<file path="src/rtl/lao_pkg.sv">
// Shared types, constants and helper functions for the toroidal life automaton.
// Used by the channel interfaces, the row cell, the rule unit and the top level.
// Depends on nothing else.
`timescale 1ns / 1ps
`default_nettype none

package lao_pkg;

  localparam int ROWS  = 32;
  localparam int COLS  = 64;
  localparam int ROW_W = 5;   // row index width
  localparam int RCNT_W = 6;  // row count width (holds ROWS itself)
  localparam int CCNT_W = 7;  // column count width (holds COLS itself)
  localparam int CIDX_W = 6;  // column index width
  localparam int CFG_W  = 7;  // widest configuration register

  localparam logic [RCNT_W-1:0] ROWS_RESET = 6'd25;
  localparam logic [CCNT_W-1:0] COLS_RESET = 7'd64;
  localparam logic [RCNT_W-1:0] ROWS_MIN   = 6'd3;
  localparam logic [RCNT_W-1:0] ROWS_MAX   = RCNT_W'(ROWS);
  localparam logic [CCNT_W-1:0] COLS_MIN   = 7'd3;
  localparam logic [CCNT_W-1:0] COLS_MAX   = CCNT_W'(COLS);

  // Life rule: a live cell survives on two or three neighbors, a dead cell is born on three.
  localparam logic [3:0] SURVIVE_LOW = 4'd2;
  localparam logic [3:0] BIRTH_COUNT = 4'd3;

  typedef enum logic {
    OP_LOAD = 1'b0,
    OP_STEP = 1'b1
  } lao_op_t;

  typedef enum logic {
    CFG_ROWS_IN_USE = 1'b0,
    CFG_COLS_IN_USE = 1'b1
  } lao_cfg_idx_t;

  typedef enum logic {
    ST_IDLE = 1'b0,
    ST_RUN  = 1'b1
  } lao_state_t;

  typedef struct packed {
    logic shift;  // take the neighbor's row or the rule unit's result
    logic tail;   // this cell is the last active row of the chain
    logic load;   // write the loaded row
  } lao_cell_ctrl_t;

  function automatic logic [RCNT_W-1:0] clamp_rows(input logic [RCNT_W-1:0] r);
    logic [RCNT_W-1:0] v;
    v = r;
    if (r < ROWS_MIN) v = ROWS_MIN;
    if (r > ROWS_MAX) v = ROWS_MAX;
    return v;
  endfunction

  function automatic logic [CCNT_W-1:0] clamp_cols(input logic [CCNT_W-1:0] c);
    logic [CCNT_W-1:0] v;
    v = c;
    if (c < COLS_MIN) v = COLS_MIN;
    if (c > COLS_MAX) v = COLS_MAX;
    return v;
  endfunction

  function automatic logic [COLS-1:0] col_mask(input logic [CCNT_W-1:0] c);
    logic [COLS-1:0] m;
    for (int j = 0; j < COLS; j++) begin
      m[j] = (CCNT_W'(j) < c);
    end
    return m;
  endfunction

endpackage

`default_nettype wire

</file>
<file path="src/rtl/lao_row_cell.sv">
// One row of the grid, held as a link of the row chain.
// Depends on lao_pkg for the control struct and the row width.
`timescale 1ns / 1ps
`default_nettype none

module lao_row_cell (
  input  wire                          clk,
  input  wire                          rst_n,
  input  wire lao_pkg::lao_cell_ctrl_t ctrl,
  input  wire  [lao_pkg::COLS-1:0]     from_next,
  input  wire  [lao_pkg::COLS-1:0]     from_unit,
  input  wire  [lao_pkg::COLS-1:0]     load_bits,
  output logic [lao_pkg::COLS-1:0]     row_q
);

  logic [lao_pkg::COLS-1:0] row_r;
  logic [lao_pkg::COLS-1:0] row_nxt;

  // During a step the rows move one place toward the head each cycle that the shift control
  // is set, and the last active cell takes the freshly computed row.
  always_comb begin
    row_nxt = row_r;
    if (ctrl.load) begin
      row_nxt = load_bits;
    end else if (ctrl.shift) begin
      row_nxt = ctrl.tail ? from_unit : from_next;
    end
  end

  always_ff @(posedge clk) begin
    if (!rst_n) begin
      row_r <= '0;
    end else begin
      row_r <= row_nxt;
    end
  end

  assign row_q = row_r;

endmodule

`default_nettype wire

</file>
<file path="config.mk">
export PLATFORM = sky130hd
export DESIGN_NAME = lao_row_cell
export DESIGN_NICKNAME = d
export VERILOG_FILES = /design/src/rtl/lao_pkg.sv /design/src/rtl/lao_row_cell.sv
export SDC_FILE = /design/constraint.sdc
export NUM_CORES = 1
export LEC_CHECK = 0
export BUFFER_PORTS_ARGS = -buffer_cell sky130_fd_sc_hd__buf_2
export CAP_MARGIN = 20
export CELL_PAD_IN_SITES_DETAIL_PLACEMENT = 0
export CELL_PAD_IN_SITES_GLOBAL_PLACEMENT = 2
export CORE_MARGIN = 2
export CORE_UTILIZATION = 24
export DETAILED_ROUTE_END_ITERATION = 7
export GPL_TIMING_DRIVEN = 0
export PLACE_DENSITY_LB_ADDON = 0.05
export SYNTH_ARGS = -nofsm -noshare
export SYNTH_HDL_FRONTEND = slang
export SYNTH_SLANG_ARGS = --single-unit
</file>
<file path="constraint.sdc">
create_clock -name clk -period 1.3 [get_ports clk]
set_input_delay 0.26 -clock clk [delete_from_list [all_inputs] [get_ports clk]]
set_output_delay 0.26 -clock clk [all_outputs]
set_load 0.02 [all_outputs]
</file>
# [Yosys cells after proc, flatten, opt, wreduce, memory -nomap -nowiden]
# Index checks and enable logic that the tools add are counted.
[classes] n_mux=3 n_reduce_logical=1
[op_table] operator="64-bit 2-to-1 mux" n=3
[op_table] operator="2-bit nonzero test" n=1
[word_totals] out_inout_bits=64 reg_bits=64 wordCells=5

# [Longest topological paths before layout]
[logic_depth] ltp_word=3 depth_mapped=5 mapped_depth_nobuf=2

# [Least setup slack after synthesis]
# Ideal clock, no wire load.
[synth_path] kind="input -> register" startpoint="in ctrl[1] in the netlist's numbering" endpoint="reg row_r (netlist bit row_q[0])" slack_ns=0.287 cell_stages=4 setup_time_ns=0.129 arrival_time_ns=0.884 t_required_ns=1.171 cell_sequence="buf_6 buf_12 mux2i_1 o221ai_2"
[synth_via] elab_chain_cells=3
[synth_rtl] element="start, declared" line="lao_row_cell.sv:9" rtl="input wire lao_pkg::lao_cell_ctrl_t ctrl,"
[synth_rtl] element="64-bit 2-to-1 mux" line="lao_row_cell.sv:26" rtl="row_nxt = ctrl.tail ? from_unit : from_next;"
[synth_rtl] element="64-bit 2-to-1 mux" line="lao_row_cell.sv:25" rtl="end else if (ctrl.shift) begin"
[synth_rtl] element="64-bit 2-to-1 mux" line="lao_row_cell.sv:23" rtl="if (ctrl.load) begin"
[synth_rtl] element="end signal, assigned" line="lao_row_cell.sv:34" rtl="row_r <= row_nxt;"
[synth_rtl] element="end, declared" line="lao_row_cell.sv:16" rtl="logic [lao_pkg::COLS-1:0] row_r;"
# Every way passes these cells. The select of a mux whose other input is x is not followed.
# A chain may end at the register's enable or synchronous reset.

# [Final worst setup path]
[layout_path] startpoint="reg row_r (netlist bit row_q[28])" endpoint="out row_q[28] in the netlist's numbering"
[layout_rtl] element="end, declared" line="lao_row_cell.sv:13" rtl="output logic [lao_pkg::COLS-1:0] row_q"
# No word-level cell between the ends.

==> flow_summary.toml <==
[timing]
fin_skew_ns = 0
max_slew_margin = 0.7131
finalWorstSetupSlack_ns = 0.1899
setup_viol = 0
worstMarginPinSlew_ns = 0.4304
fmax_mhz = 900.8
period_share = 0.8539
hold_viol_final = 0
rsz0062_at_grt = "false"
maxSlewViolCount = 0
tns_ns = 0
hold_slack_ns = 0.1527
fin_crit_ns = 1.110

[synthesis]
ys.warnings.count = 0
synth_seq_area_share = 0.3242
netlist.top_cell.by_area = "dfxtp_1"
synth_top_area_share = 0.3242
postSynthCellCount = 364
syn_nets = 561
synth_most_common_cell = "nand2b_1"
netlist_area_sq_mm = 0.003953
ys_seq_elements = 64
synthTopCellsByCount = "65 x nand2b_1, 64 x dfxtp_1, 64 x mux2i_1, 64 x nand3_1, 61 x o221ai_2"
synth_area_leaders = "dfxtp_1 32%, o221ai_2 23%, mux2i_1 16%"
synth.avg_cell_area_sq_um = 10.86
synthFlopType = "dfxtp_1"
yosysUniqueCellTypes = 12
synth_edf_count = 0
async_reset_ff_frac = 0

[grt]
track_usage = 0.1614
grt_max_degree = 11
grt_pass1_wl_mm = 21.97
grt_antenna_before_repair = 1
grt_overflow = 0
grt_pass1_vias = 4045

[detailed_routing]
num_vias = 3849
ant_nets = 0
totalWireLength_mm = 14.36
drtPass1Iterations = 4
drc = 0
vias_per_cell = 4.502
wl_per_cell_microns = 16.79
first_iter_violations = 93

[critical_path]
cp-end-kind = "primary output"
path_class = "reg2out"
cp_data_required_time_ns = 1.04
crit_family = "flip-flops"
path_cells = "buf_2"
startpoint_type = "flip-flop"
worstPathArrival_ns = 0.85
cp_slowest_cell = "dfxtp_1"
slowest_delay_ns = 0.34
crit_fanout = 2
crit_buf_inv = 1

[clocking]
hold_buffers = 0
cts_sinks = 64
clk_latency_ns = 0.33
htree_num_levels = 3
ctsResizeCount = 0
path_clk_slew_ns = 0.06
cts_buffers = 9
tritoncts = "yes"
ctsRootBufferMaster = "clkbuf_16"
clk_path_buf_depth = 2
cts_setup_buffers = 0

[power_and_ir_drop]
power.leakage_nw = 2.686
p_per_area_mw_per_mm2 = 1019
peakVddDrop_mv = 0.5602

[final_layout]
drive_above_1_share = 0.5790
nNetsFinal = 831
postLayoutCellArea_sq_mm = 0.005786
n_fill_cell = 1725
regArea_sq_mm = 0.001281
area_growth_pct = 46.38
num_antenna_cells = 0
multiInputGateArea_sq_mm = 0.002317
largest_reg_flops = 64
fin_cells = 855

[placement]
routabilityCongestion = 0.7087
pre_cts_ws_ns = -0.05753
placed_area_sq_mm = 0.005519
dp_cells = 839
portBuffers = 259
dp_hpwl_mm = 10.82

[floorplanning]
die_area_sq_mm = 0.01751
dieHeight_microns = 132.3
core-area_sq_mm = 0.01600
start_util = 0.2470
die_w_microns = 132.3
ios = 261
row_count = 46

[outcome]
run_status = "finished clean"

[min_path]
min_path_type = "in2reg"

[job]
cap_viol_max_count = 0
routing by layer:
| metal | routed length (microns) | up-vias | GRT usage |
|---|---|---|---|
| met5 | 0 | - | 0 |
| met1 | 6200 | 1753 | 0.1939 |
| met2 | 6765 | 157 | 0.2726 |
| met3 | 1198 | 11 | 0.05613 |
| li1 | - | 1928 | - |
| met4 | 195 | 0 | 0.04600 |
layout make-up:
class,instances,share of cell area
multi-input combinational,258,0.4005
timing repair buffer,259,0.2240
sequential,64,0.2215
buffer,42,0.06120
tap,216,0.04671
clock buffer,12,0.04260
clock inverter,4,0.003460
worst register-to-register path: stages (launching register included):
cell and delay, ns:
dfxtp_1 0.34, nand2b_1 0.08, o221ai_2 0.16
stage by stage:
step                      total power [mW]    util
after global placement               3.708  0.3449
after detailed placement             3.723  0.3449
after floorplan                      3.100       -
after global routing                 6.214  0.3616
final                                5.897  0.3616
after CTS                            6.021  0.3616
where the power goes:
group	switching [mW]	internal [mW]	total, mW
clock network	0.909	1.33	2.24
logic	0.796	0.676	1.47
registers	0.0699	2.12	2.19
kinds of logic after synthesis:
family | share of synthesized area
AOI/OAI and AO/OA | 0.2384
DFF | 0.3242
muxes | 0.1621
and+or+nand+nor | 0.1858
buffers and inverters | 0.08959
path summary, 6_finish.rpt:
path / end / from / cells past startpoint / slack (ns)
setup / recovery: row_q[28] / row_q[28] / 1 / 0.19
hold / removal: row_q[61] / load_bits[61] / 3 / 0.15
setup reg to reg: row_q[28] / row_q[28] / 2 / 0.65
hold reg to reg: row_q[3] / row_q[3] / 2 / 0.53
cells in the final DEF, fill, tap and decap left out:
cell,instances
mux2i_1,64
buf_12,6
nand3_1,64
dfxtp_1,64
o221ai_1,3
clkbuf_8,1
o221ai_2,61
nand3b_1,1
clkbuf_1,8
buf_6,9
nand2b_1,65
buf_4,2
buf_2,278
clkbuf_16,9
clkinv_2,4
No activity file was read; power rests on OpenSTA's default activity.
