--- src/rtl/lao_pkg.sv ---
// Shared types, constants and helper functions for the toroidal life automaton.
// Used by the channel interfaces, the row cell, the rule unit and the top level.
// Depends on nothing else.
`timescale 1ns / 1ps
`default_nettype none

package lao_pkg;

  localparam int ROWS  = 32;
  localparam int COLS  = 64;
  localparam int ROW_W = 5;   // row index width
  localparam int RCNT_W = 6;  // row count width (holds ROWS itself)
  localparam int CCNT_W = 7;  // column count width (holds COLS itself)
  localparam int CIDX_W = 6;  // column index width
  localparam int CFG_W  = 7;  // widest configuration register

  localparam logic [RCNT_W-1:0] ROWS_RESET = 6'd25;
  localparam logic [CCNT_W-1:0] COLS_RESET = 7'd64;
  localparam logic [RCNT_W-1:0] ROWS_MIN   = 6'd3;
  localparam logic [RCNT_W-1:0] ROWS_MAX   = RCNT_W'(ROWS);
  localparam logic [CCNT_W-1:0] COLS_MIN   = 7'd3;
  localparam logic [CCNT_W-1:0] COLS_MAX   = CCNT_W'(COLS);

  // Life rule: a live cell survives on two or three neighbors, a dead cell is born on three.
  localparam logic [3:0] SURVIVE_LOW = 4'd2;
  localparam logic [3:0] BIRTH_COUNT = 4'd3;

  typedef enum logic {
    OP_LOAD = 1'b0,
    OP_STEP = 1'b1
  } lao_op_t;

  typedef enum logic {
    CFG_ROWS_IN_USE = 1'b0,
    CFG_COLS_IN_USE = 1'b1
  } lao_cfg_idx_t;

  typedef enum logic {
    ST_IDLE = 1'b0,
    ST_RUN  = 1'b1
  } lao_state_t;

  typedef struct packed {
    logic shift;  // take the neighbor's row or the rule unit's result
    logic tail;   // this cell is the last active row of the chain
    logic load;   // write the loaded row
  } lao_cell_ctrl_t;

  function automatic logic [RCNT_W-1:0] clamp_rows(input logic [RCNT_W-1:0] r);
    logic [RCNT_W-1:0] v;
    v = r;
    if (r < ROWS_MIN) v = ROWS_MIN;
    if (r > ROWS_MAX) v = ROWS_MAX;
    return v;
  endfunction

  function automatic logic [CCNT_W-1:0] clamp_cols(input logic [CCNT_W-1:0] c);
    logic [CCNT_W-1:0] v;
    v = c;
    if (c < COLS_MIN) v = COLS_MIN;
    if (c > COLS_MAX) v = COLS_MAX;
    return v;
  endfunction

  function automatic logic [COLS-1:0] col_mask(input logic [CCNT_W-1:0] c);
    logic [COLS-1:0] m;
    for (int j = 0; j < COLS; j++) begin
      m[j] = (CCNT_W'(j) < c);
    end
    return m;
  endfunction

endpackage

`default_nettype wire

--- src/rtl/lao_rule_unit.sv ---
// Next-generation rule for one row: 64 column lanes with wraparound at the column count.
// Depends on lao_pkg for widths and the rule constants.
`timescale 1ns / 1ps
`default_nettype none

module lao_rule_unit (
  input  wire  [lao_pkg::COLS-1:0]    above,
  input  wire  [lao_pkg::COLS-1:0]    cur,
  input  wire  [lao_pkg::COLS-1:0]    below,
  input  wire  [lao_pkg::CCNT_W-1:0]  cols,
  output logic [lao_pkg::COLS-1:0]    nxt
);

  logic [lao_pkg::CIDX_W-1:0] col_last;

  assign col_last = lao_pkg::CIDX_W'(cols - lao_pkg::CCNT_W'(1));

  for (genvar j = 0; j < lao_pkg::COLS; j++) begin : g_lane
    logic [lao_pkg::CIDX_W-1:0] li;
    logic [lao_pkg::CIDX_W-1:0] ri;
    logic [3:0]                 n;

    // Left neighbor of column zero and right neighbor of the last column wrap around.
    assign li = (j == 0) ? col_last : lao_pkg::CIDX_W'(j - 1);
    assign ri = (lao_pkg::CCNT_W'(j + 1) == cols) ? '0 : lao_pkg::CIDX_W'(j + 1);

    assign n = 4'(above[li]) + 4'(above[j]) + 4'(above[ri])
             + 4'(cur[li])                  + 4'(cur[ri])
             + 4'(below[li]) + 4'(below[j]) + 4'(below[ri]);

    assign nxt[j] = (lao_pkg::CCNT_W'(j) < cols) &&
                    (cur[j] ? (n == lao_pkg::SURVIVE_LOW || n == lao_pkg::BIRTH_COUNT)
                            : (n == lao_pkg::BIRTH_COUNT));
  end

endmodule

`default_nettype wire

--- config.mk ---
export PLATFORM = sky130hd
export DESIGN_NAME = lao_rule_unit
export DESIGN_NICKNAME = d
export VERILOG_FILES = /design/src/rtl/lao_pkg.sv /design/src/rtl/lao_rule_unit.sv
export SDC_FILE = /design/constraint.sdc
export NUM_CORES = 1
export LEC_CHECK = 0
export BUFFER_PORTS_ARGS = -buffer_cell sky130_fd_sc_hd__buf_4
export CAP_MARGIN = 20
export CORE_MARGIN = 8
export CORE_UTILIZATION = 61
export DETAILED_ROUTE_END_ITERATION = 12
export PLACE_DENSITY = 0.86
export SLEW_MARGIN = 0
export SYNTH_ARGS = -nofsm -noshare
export SYNTH_HDL_FRONTEND = slang
export SYNTH_SLANG_ARGS = --single-unit
--- constraint.sdc ---
create_clock -name vclk -period 5.6
set_clock_uncertainty 0.15 [all_clocks]
set_input_delay 0.28 -clock vclk [all_inputs]
set_output_delay 0.28 -clock vclk [all_outputs]
set_load 0.1 [all_outputs]
## After elaboration in Yosys (flattened, before gate mapping)

Cells that the tools add are included.
Widths: inputs -> output; s select.

- Add/subtract/negate cells: 449
- Order comparisons: 128
- Eq/ne operators: 191
- Multiplexer cells: 511
- Reduce and logical (&&, ||, !) cells: 128

Operators with widths:

| kind | number |
|---|---|
| $bmux 1 s6 | 192 |
| $add 4x1->4 | 274 |
| $eq 4x2->1 const B | 128 |
| $mux 1 | 257 |
| $lt 6x7->1 const B | 33 |
| $eq 6x7->1 const A | 32 |
| $lt 6x7->1 const A | 32 |
| $add 3x1->4 | 55 |
| $mux 6 | 32 |
| $add 2x1->3 | 55 |
| $add 1x1->2 | 64 |
| $eq 5x7->1 const A | 16 |
| $lt 5x7->1 const A | 16 |
| $lt 5x7->1 const B | 16 |
| $mux 5 | 16 |
| $logic_and 1x1->1 | 64 |
| $logic_or 1x1->1 | 64 |
| $eq 4x7->1 const A | 8 |
| $lt 4x7->1 const A | 8 |
| $lt 4x7->1 const B | 8 |
| $mux 4 | 8 |
| $eq 3x7->1 const A | 4 |
| $lt 3x7->1 const A | 4 |
| $lt 3x7->1 const B | 4 |
| 9 further kinds | 17 |

- Register bits after elaboration: 0
- Bits of input ports: 199
- Output and inout port bits: 64

## Depth between registers and ports, before layout

Gate-level depths: netlist (run 1).

- Word-level depth: 14
- Gate-level depth with buffers: 19

## Worst setup path before layout (run 1)

Ideal clock, no wire load.

- Path kind: input-to-output
- Start: in cols[0] in the netlist's numbering
- End: out nxt[5] in the netlist's numbering
- Arrival: 8.289 ns
- Required time: 5.170 ns
- Setup slack: -3.119 ns
- Cell stages on the path: 17
- Buffers on the path: 3
- Cells stage by stage: buf_6 buf_6 inv_2 ha_1 clkbuf_1 nand2_1 nor2_1 mux2i_1 fa_1 inv_1 fa_1 ha_1 inv_1 fa_1 a2111oi_0 a21oi_1 a2111oi_0

- Word-level cells in the longest chain between the ends: 14
- Elaborated cells on any way between the ends: 20
- Classes of those cells: 6 x add/sub; 1 x order compare; 3 x eq/ne; 8 x mux; 2 x reduce/logical

Ends and longest elaborated chain:

| what | RTL line | text |
|---|---|---|
| start: declaration | lao_rule_unit.sv:10 | `input wire [lao_pkg::CCNT_W-1:0] cols,` |
| $eq 3x7->1 | lao_rule_unit.sv:25 | `assign ri = (lao_pkg::CCNT_W'(j + 1) == cols) ? '0 : lao_pkg::CIDX_W'(j + 1);` |
| $mux 3 | lao_rule_unit.sv:25 |  |
| $bmux 1 s6 | lao_rule_unit.sv:27 | `assign n = 4'(above[li]) + 4'(above[j]) + 4'(above[ri])` |
| $mux 1 (implied by the code) | lao_rule_unit.sv:27 |  |
| $add 2x1->3 | lao_rule_unit.sv:27 |  |
| $add 3x1->4 | lao_rule_unit.sv:28 | `+ 4'(cur[li]) + 4'(cur[ri])` |
| $add 4x1->4 | lao_rule_unit.sv:28 |  |
| $add 4x1->4 (3 in series) | lao_rule_unit.sv:29 | `+ 4'(below[li]) + 4'(below[j]) + 4'(below[ri]);` |
| $eq 4x2->1 (on tied branches) | lao_rule_unit.sv:32, lao_rule_unit.sv:33 |  |
| $logic_or 1x1->1 | lao_rule_unit.sv:32 | `(cur[j] ? (n == lao_pkg::SURVIVE_LOW \|\| n == lao_pkg::BIRTH_COUNT)` |
| $mux 1 | lao_rule_unit.sv:32 |  |
| $logic_and 1x1->1 * | lao_rule_unit.sv:31 | `assign nxt[j] = (lao_pkg::CCNT_W'(j) < cols) &&` |
| end: declaration | lao_rule_unit.sv:11 | `output logic [lao_pkg::COLS-1:0] nxt` |

Mark *: on every way between the ends. The rest lies on a longest branch, timed or not. The select of a mux whose other input is x is not followed.

## Worst setup path after layout (run 1)

- Start: in cols[3] in the netlist's numbering
- End: out nxt[14] in the netlist's numbering

- Word-level cells in the longest chain between the ends: 14
- Elaborated cells on any way between the ends: 20
- Classes of those cells: 6 x add/sub; 1 x order compare; 3 x eq/ne; 8 x mux; 2 x reduce/logical

Ends and longest elaborated chain:

| what | RTL line |
|---|---|
| $eq 4x7->1 | lao_rule_unit.sv:25 |
| $mux 4 | lao_rule_unit.sv:25 |
| $bmux 1 s6 | lao_rule_unit.sv:27 |
| $mux 1 (implied by the code) | lao_rule_unit.sv:27 |
| $add 2x1->3 | lao_rule_unit.sv:27 |
| $add 3x1->4 | lao_rule_unit.sv:28 |
| $add 4x1->4 | lao_rule_unit.sv:28 |
| $add 4x1->4 (3 in series) | lao_rule_unit.sv:29 |
| $eq 4x2->1 (on tied branches) | lao_rule_unit.sv:32, lao_rule_unit.sv:33 |
| $logic_or 1x1->1 | lao_rule_unit.sv:32 |
| $mux 1 | lao_rule_unit.sv:32 |
| $logic_and 1x1->1 * | lao_rule_unit.sv:31 |

Marks and branches as above.

==> impl_metrics.env, run 1 <==
export IMPL_gr_total_overflow=0
export IMPL_tightest_slew_ns=0.9361
export IMPL_fin_total_pwr_mw=4.242
export IMPL_ir_drop_mv=0.3163
export IMPL_routed_via_density=6.349
export IMPL_grt_antenna_before_repair=1
export IMPL_whs_path_depth=4
export IMPL_start_util_pct=61.67
export IMPL_rsz0062_at_grt="no"
export IMPL_instances_no_fill=2262
export IMPL_grt_max_degree=48
export IMPL_mappedNetlistArea_um2=15440
export IMPL_dr_pass1_iters=5
export IMPL_worstPathCellList="buf_4 -> buf_4 -> nand2_1 -> nor2_1 -> mux2i_1 -> fa_1 -> inv_1 -> fa_1 -> ha_1 -> inv_1 -> fa_1 -> a2111oi_0 -> a21oi_1 -> a2111oi_2 -> buf_4"
export IMPL_fmax_mhz=184.0
export IMPL_final_util_pct=74.07
export IMPL_cts_resized=0
export IMPL_syn_nets=2327
export IMPL_io_pins=263
export IMPL_hold_viol=0
export IMPL_ys_types=51
export IMPL_yosys_top_cells_count="inv_1 (450), fa_1 (256), ha_1 (196), mux2i_1 (128), nor2_1 (109)"
export IMPL_placed_cells=2259
export IMPL_p_sw_mw=2.789
export IMPL_synthTopCellsByArea="fa_1 (33%), ha_1 (16%), inv_1 (11%)"
export IMPL_power_frac_seq_pct=0
export IMPL_ant_nets=0
export IMPL_routabilityCongestion=1.033
export IMPL_outcome="finished clean"
export IMPL_synth_most_common_cell="inv_1"
export IMPL_synth_top_area_share_pct=33.19
export IMPL_cts_hold_buf=0
export IMPL_p_clk_share_pct=0
export IMPL_drv_slew=0
export IMPL_hpwlAfterDp_um=44320
export IMPL_crit_path_start_kind="primary input"
export IMPL_min_path_type="in2out"
export IMPL_avgSynthCellArea_um2=9.213
export IMPL_die_area_um2=30660
export IMPL_cp_top_family="adder cells"
export IMPL_seq_cells=0
export IMPL_holdPathEnd="nxt[28]"
export IMPL_seq_area_um2=0
export IMPL_postCtsSetupRepairBufs=0
export IMPL_grt_pass1_wl_um=82950
export IMPL_yosysTopAreaCell="fa_1"
export IMPL_synth_cells=1676
export IMPL_cp_required_ns=5.17
export IMPL_power_frac_comb_pct=100.0
export IMPL_path_buf_inv=5
export IMPL_setup_viol=0
export IMPL_core_um2=25040
export IMPL_hold_start="cur[28]"
export IMPL_p_per_area_nw_per_um2=228.7
export IMPL_cap_violations=0
export IMPL_worst_path_largest_cell_delay_ns=0.56
export IMPL_p_leak_nw=8.936
export IMPL_portBuffers=263
export IMPL_period_share_pct=97.04
export IMPL_intPower_mw=1.453
export IMPL_vias=14360
export IMPL_ys_warn_count=0
export IMPL_cp_arrival_ns=5.00
export IMPL_grt_use_total_pct=33.56
export IMPL_fp_row_count=58
export IMPL_crit_slowest_cell="fa_1"
export IMPL_die_x_um=175.1
export IMPL_syn2layout_area_growth_pct=20.10
export IMPL_drtIter0Drc=1271
export IMPL_fin_nets=2583
export IMPL_wire_per_inst_um=22.77
export IMPL_crit_type="in2out"
export IMPL_drive_gt1_share_pct=22.59
export IMPL_wl_um=51510
export IMPL_fin_crit_ns=5.435
export IMPL_slew_headroom_pct=37.60
export IMPL_ys_seq_area_share_pct=0
export IMPL_clkbuf_count=0
export IMPL_num_fill_cells=1756
export IMPL_grt_pass1_vias=16010
export IMPL_die_y_um=175.1
export IMPL_crit_path_max_fanout=27
export IMPL_drc_errors=0
export IMPL_power_share_switching_pct=65.75
export IMPL_cp_end_kind="output pin"
[kinds of logic (layout without fill, tap and decap cells)]
family,count (synthesis),count (layout),synth area share (%)
adders and majority gates,452,452,49.07
muxes,243,243,20.91
and+or+nand+nor,260,260,7.998
AOI/OAI and AO/OA,212,212,9.165
xor gates and xnor gates,5,5,0.3323
other,0,2,0
buffers and inverters,504,758,12.52
[power groups by stage]
stage	sequential [mW]	combinational [mW]	clock (mW)
global placement	0	3.98	0
floorplan	0	3.15	0
global route	0	4.62	0.0000000239
CTS	0	4.23	0
detailed placement	0	4.20	0
finish	0	4.24	0.0000000266
[final cells by class]
class | count | area, um2 | share of cell area (%)
multi-input combinational | 1172 | 14100 | 76.05
timing repair buffer | 306 | 2326 | 12.54
inverter | 452 | 1697 | 9.149
tap | 330 | 412.9 | 2.227
antenna | 2 | 5.005 | 0.02699
[how the worst max path moves through the flow]
stage / cells after the start / from / slack, ns / endpoint
finish: 15 / cols[3] / 0.17 / nxt[14]
global route: 17 / cols[3] / 0.07 / nxt[21]
CTS: 16 / cols[1] / 0.32 / nxt[27]
detailed placement: 15 / cols[1] / 0.32 / nxt[0]
global placement: 15 / cols[1] / 0.38 / nxt[0]
floorplan: 14 / cols[5] / -1.28 / nxt[19]
[per-stage QoR]
stage	setup TNS [ns]	hold slack [ns]	worst slack (ns)	instance area, um2
6_report	0	0.9514	0.1655	18540
5_1_grt	0	0.9676	0.06803	18540
4_1_cts	0	0.9487	0.3181	18530
3_5_place_dp	0	0.9466	0.3229	18530
3_3_place_gp	0	0.9435	0.3826	18520
2_1_floorplan	-2.672	0.7280	-1.275	16030
[per-layer routing]
metal	vias to the layer above	routed length (um)	part of all wire (%)	global-route usage, %
li1	6119	-	-	-
met1	7061	18680	36	41.03
met2	930	23600	46	53.04
met3	251	5751	11	8.224
met4	0	3478	6.8	20.38
met5	-	0	0	0
[placed cells by master, fill, tap and decap left out, types with 3 or more instances in the layout]
cell type and n:
nor2_1 109, mux2i_1 128, nand2b_1 6, a2111oi_2 7
o21ai_1 19, fa_1 256, nor4_4 11, a211oi_1 4
o21ai_0 10, nand4_1 3, a2111oi_0 52, buf_4 303
nor3_2 10, a2111oi_4 14, ha_1 195, and2_1 3
a21oi_2 8, a31oi_1 11, nor3_1 3, nor4_1 3
mux2_1 55, nor4_2 12, or4_1 7, nand3_1 10
nor2b_1 15, nand2_1 60, o21bai_1 4, mux4_2 58
inv_1 450, a21oi_1 71
Power figures use the tool's default switching activity.
==> run 2: changes to the inputs <==
--- a/config.mk
+++ b/config.mk
@@ -7,11 +7,14 @@
 export LEC_CHECK = 0
 export BUFFER_PORTS_ARGS = -buffer_cell sky130_fd_sc_hd__buf_4
 export CAP_MARGIN = 20
+export CELL_PAD_IN_SITES_DETAIL_PLACEMENT = 1
+export CELL_PAD_IN_SITES_GLOBAL_PLACEMENT = 1
 export CORE_MARGIN = 8
-export CORE_UTILIZATION = 61
+export CORE_UTILIZATION = 46
 export DETAILED_ROUTE_END_ITERATION = 12
-export PLACE_DENSITY = 0.86
+export PLACE_DENSITY_LB_ADDON = 0.1
 export SLEW_MARGIN = 0
 export SYNTH_ARGS = -nofsm -noshare
 export SYNTH_HDL_FRONTEND = slang
 export SYNTH_SLANG_ARGS = --single-unit
+export TNS_END_PERCENT = 20
==> run 2 against run 1 <==
Compared with the run above:
- combinational power is 3% lower
- setup slack better by 0.034 ns
- via count decreased by 1.9%
- critical endpoint is now nxt[57]
- largest power group unchanged
==> impl_metrics.env, run 2 (synthesis gave the netlist of run 1 again) <==
export IMPL_outcome="finished clean"
export IMPL_p_leak_nw=8.950
export IMPL_ant_nets=0
export IMPL_routed_via_density=5.900
export IMPL_intPower_mw=1.376
export IMPL_die_y_um=199.2
export IMPL_power_frac_seq_pct=0
export IMPL_fin_total_pwr_mw=4.104
export IMPL_fp_row_count=67
export IMPL_dp_slack_ns=0.1390
export IMPL_wl_um=58530
export IMPL_fin_area_um2=18420
export IMPL_grt_max_degree=43
export IMPL_start_util_pct=46.40
export IMPL_final_util_pct=55.36
export IMPL_p_clk_share_pct=0
export IMPL_placed_cell_area_um2=18400
export IMPL_final_common_cell="inv_1"
export IMPL_cp_required_ns=5.17
export IMPL_p_sw_mw=2.728
export IMPL_hpwlAfterDp_um=50880
export IMPL_cp_arrival_ns=4.97
export IMPL_tightest_slew_ns=0.6208
export IMPL_cts_hold_buf=0
export IMPL_portBuffers=263
export IMPL_cap_violations=0
export IMPL_die_x_um=199.2
export IMPL_ir_drop_mv=0.2909
export IMPL_hold_viol=0
export IMPL_wire_per_inst_um=24.51
export IMPL_slew_headroom_pct=58.23
export IMPL_p_per_area_nw_per_um2=222.7
export IMPL_fin_crit_ns=5.400
export IMPL_gr_total_overflow=0
export IMPL_seq_area_um2=0
export IMPL_dr_pass1_iters=5
export IMPL_power_share_switching_pct=66.48
export IMPL_crit_path_start_kind="primary input"
export IMPL_crit_path_max_fanout=8
export IMPL_grt_use_total_pct=29.43
export IMPL_period_share_pct=96.43
export IMPL_fin_nets=2592
export IMPL_grt_pass1_wl_um=90690
export IMPL_min_path_type="in2out"
export IMPL_setup_tns_ns=0
export IMPL_drive_gt1_share_pct=21.25
export IMPL_setup_viol=0
export IMPL_crit_type="in2out"
export IMPL_drtIter0Drc=912
export IMPL_cp_end_kind="output pin"
export IMPL_routabilityCongestion=0.9029
export IMPL_rsz0062_at_grt="no"
export IMPL_grt_pass1_vias=15790
export IMPL_power_frac_comb_pct=100.0
export IMPL_drc_errors=0
export IMPL_core_um2=33280
export IMPL_vias=14090
export IMPL_syn2layout_area_growth_pct=19.32
export IMPL_drv_slew=0
export IMPL_die_area_um2=39690
export IMPL_fmax_mhz=185.2
export IMPL_io_pins=263
export IMPL_layout_setup_ws_ns=0.1999
export IMPL_seq_cells=0
export IMPL_grt_antenna_before_repair=1
export IMPL_layout_common_cells="inv_1 (450), buf_4 (311), fa_1 (256)"
export IMPL_clkbuf_count=0
export IMPL_cts_resized=0
export IMPL_postCtsSetupRepairBufs=0
## run 2: area by class of cell
type                            instances  area (um2)
Inverter                              452        1697
Multi-Input combinational cell       1172       13760
Antenna cell                            1       2.502
Tap cell                              448       560.5
Timing Repair Buffer                  315        2406
Fill cell                            3907       14860
## run 2: worst paths after layout
kind / start / depth (start not counted) / end
worst max-delay path: cols[6] / 17 / nxt[57]
worst min-delay path: cur[29] / 4 / nxt[29]
## run 2: power by group through the flow
stage          Sequential (mW)    Clock (mW)  Combinational, mW
2_1_floorplan                0             0               2.96
3_3_place_gp                 0             0               3.89
5_1_grt                      0  0.0000000239               4.51
3_5_place_dp                 0             0               4.10
4_1_cts                      0             0               4.13
6_report                     0  0.0000000239               4.10
## run 2: metrics by stage
step / hold slack [ns] / std cells
4_1_cts: 0.9186 / 2386
2_1_floorplan: 0.7280 / 1676
3_3_place_gp: 0.9131 / 2385
5_1_grt: 0.9395 / 2388
6_report: 0.9194 / 2388
3_5_place_dp: 0.9140 / 2386
## run 2: critical path, stage by stage
cell,delay [ns]
buf_4,0.15
and2b_1,0.28
nand2_1,0.21
nor2_1,0.32
nand2_1,0.19
mux2i_1,0.17
fa_1,0.51
inv_1,0.06
fa_1,0.56
inv_1,0.07
fa_1,0.43
fa_1,0.39
a2111oi_0,0.39
a21oi_1,0.09
a2111o_1,0.37
a21oi_2,0.24
buf_6,0.27
## run 2: layer usage
| metal | GRT usage [%] | share of wire, % |
|---|---|---|
| met5 | 0 | 0 |
| met4 | 8.949 | 3.4 |
| met3 | 3.452 | 6.6 |
| met2 | 49.91 | 49 |
| met1 | 38.98 | 41 |
==> run 3: changes to the inputs <==
==> constraint.sdc (replaced) <==
create_clock -name vclk -period 5.4
set_clock_uncertainty 0.15 [all_clocks]
set_input_delay 0.27 -clock vclk [all_inputs]
set_output_delay 0.27 -clock vclk [all_outputs]
set_load 0.1 [all_outputs]
==> run 3 against run 2 <==
Compared with the run above:
- worst hold slack worse by 0.0057 ns
- wire length about the same
- global-route usage up 0.25 points
- via count down 0.44%
- die area unchanged
- sequential share of layout area unchanged
- largest cell class unchanged
- highest routed layer is now met5
==> impl_metrics.env, run 3 (synthesis gave the netlist of run 1 again) <==
export IMPL_layout_common_cells="inv_1 (450), buf_4 (315), fa_1 (256)"
export IMPL_power_frac_seq_pct=0
export IMPL_holdWs_ns=0.9136
export IMPL_holdPathEnd="nxt[63]"
export IMPL_fin_total_pwr_mw=4.339
export IMPL_intPower_mw=1.471
export IMPL_grt_max_degree=51
export IMPL_fin_nets=2598
export IMPL_cp_arrival_ns=4.80
export IMPL_p_per_area_nw_per_um2=232.7
export IMPL_outcome="finished clean"
export IMPL_hold_viol=0
export IMPL_crit_path_start_kind="primary input"
export IMPL_portBuffers=263
export IMPL_min_path_type="in2out"
export IMPL_io_pins=263
export IMPL_num_fill_cells=3947
export IMPL_grt_pass1_wl_um=91740
export IMPL_cp_end_kind="output pin"
export IMPL_p_leak_nw=8.998
export IMPL_drc_errors=0
export IMPL_cap_violations=0
export IMPL_p_clk_share_pct=0
export IMPL_power_frac_comb_pct=100.0
export IMPL_start_util_pct=46.40
export IMPL_core_um2=33280
export IMPL_die_area_um2=39690
export IMPL_crit_type="in2out"
export IMPL_die_x_um=199.2
export IMPL_routabilityCongestion=0.8876
export IMPL_period_share_pct=96.74
export IMPL_seq_area_um2=0
export IMPL_crit_path_max_fanout=22
export IMPL_syn2layout_area_growth_pct=20.78
export IMPL_hold_start="cols[6]"
export IMPL_dr_pass1_iters=5
export IMPL_tightest_slew_ns=1.034
export IMPL_wire_per_inst_um=24.43
export IMPL_ir_drop_mv=0.2691
export IMPL_fin_crit_ns=5.224
export IMPL_multi_input_area_um2=13940
export IMPL_routed_via_density=5.859
export IMPL_seq_cells=0
export IMPL_fp_row_count=67
export IMPL_clkbuf_count=0
export IMPL_hpwlAfterDp_um=51150
export IMPL_p_sw_mw=2.869
export IMPL_grt_pass1_vias=15920
export IMPL_fmax_mhz=191.4
export IMPL_fin_area_um2=18650
export IMPL_power_share_switching_pct=66.10
export IMPL_wl_um=58490
export IMPL_slew_headroom_pct=31.05
export IMPL_drtIter0Drc=631
export IMPL_placed_cell_area_um2=18580
export IMPL_cp_required_ns=4.98
export IMPL_vias=14030
export IMPL_setup_tns_ns=0
export IMPL_drv_slew=0
export IMPL_gr_total_overflow=0
export IMPL_ant_nets=0
export IMPL_drive_gt1_share_pct=22.93
export IMPL_whs_path_depth=3
export IMPL_die_y_um=199.2
export IMPL_grt_antenna_before_repair=4
export IMPL_grt_use_total_pct=29.68
export IMPL_setup_viol=0
export IMPL_final_common_cell="inv_1"
## run 3: changes by cell type in the layout (fill, tap and decap cells not counted), moves of 2 or more
cell / change
buf_4: +4
a2111oi_0: -2
nor4_1: -21
nor2_2: +3
a2111oi_4: +2
nor2_1: -4
buf_6: +3
nor4_2: +21
## run 3: power groups by stage
| stage | Combinational (mW) | Sequential, mW | Clock [mW] |
|---|---|---|---|
| 6_report | 4.34 | 0 | 0.0000000248 |
| 3_3_place_gp | 4.11 | 0 | 0 |
| 3_5_place_dp | 4.33 | 0 | 0 |
| 2_1_floorplan | 3.15 | 0 | 0 |
| 4_1_cts | 4.35 | 0 | 0 |
| 5_1_grt | 4.77 | 0 | 0.0000000248 |
## run 3: area by class of cell
cell class	count	share of cell area, %
Multi-Input combinational cell	1172	74.75
Timing Repair Buffer	321	13.14
Inverter	452	9.097
Tap cell	448	3.006
Antenna cell	1	0.01342
## run 3: how the worst max path moves through the flow
| stage | startpoint | endpoint |
|---|---|---|
| floorplan | cols[0] | nxt[36] |
| global placement | cols[5] | nxt[17] |
| detailed placement | cols[6] | nxt[58] |
| CTS | cols[6] | nxt[58] |
| global route | cols[6] | nxt[57] |
| finish | cols[3] | nxt[46] |
## run 3: stage by stage
step	setup slack, ns	std cells	util (%)
6_report	0.1758	2394	56.04
5_1_grt	-0.02838	2394	56.04
4_1_cts	0.06144	2391	55.84
3_5_place_dp	0.07460	2391	55.84
3_3_place_gp	0.2193	2391	55.84
2_1_floorplan	-1.045	1676	-
## run 3: layer usage
metal	GRT usage, %	share of wire, %
met5	0	0.070
met4	8.427	3.5
met3	4.278	6.5
met2	51.69	49
met1	37.90	41
## run 3: repair_timing
action | 4_1_cts | 5_1_grt
setup endpoints to repair | 0 | 9
resized for setup | 0 | 15
hold buffers | 0 | 0
setup buffers | 0 | 1
## run 3: worst max-delay path: stages
cell	delay, ns
buf_4	0.27
buf_4	0.34
nand2_1	0.29
nor2_1	0.33
mux2i_1	0.15
fa_1	0.55
inv_1	0.06
fa_1	0.50
ha_1	0.17
inv_1	0.06
fa_1	0.37
a2111oi_0	0.45
a21oi_1	0.11
a2111oi_2	0.49
buf_4	0.38
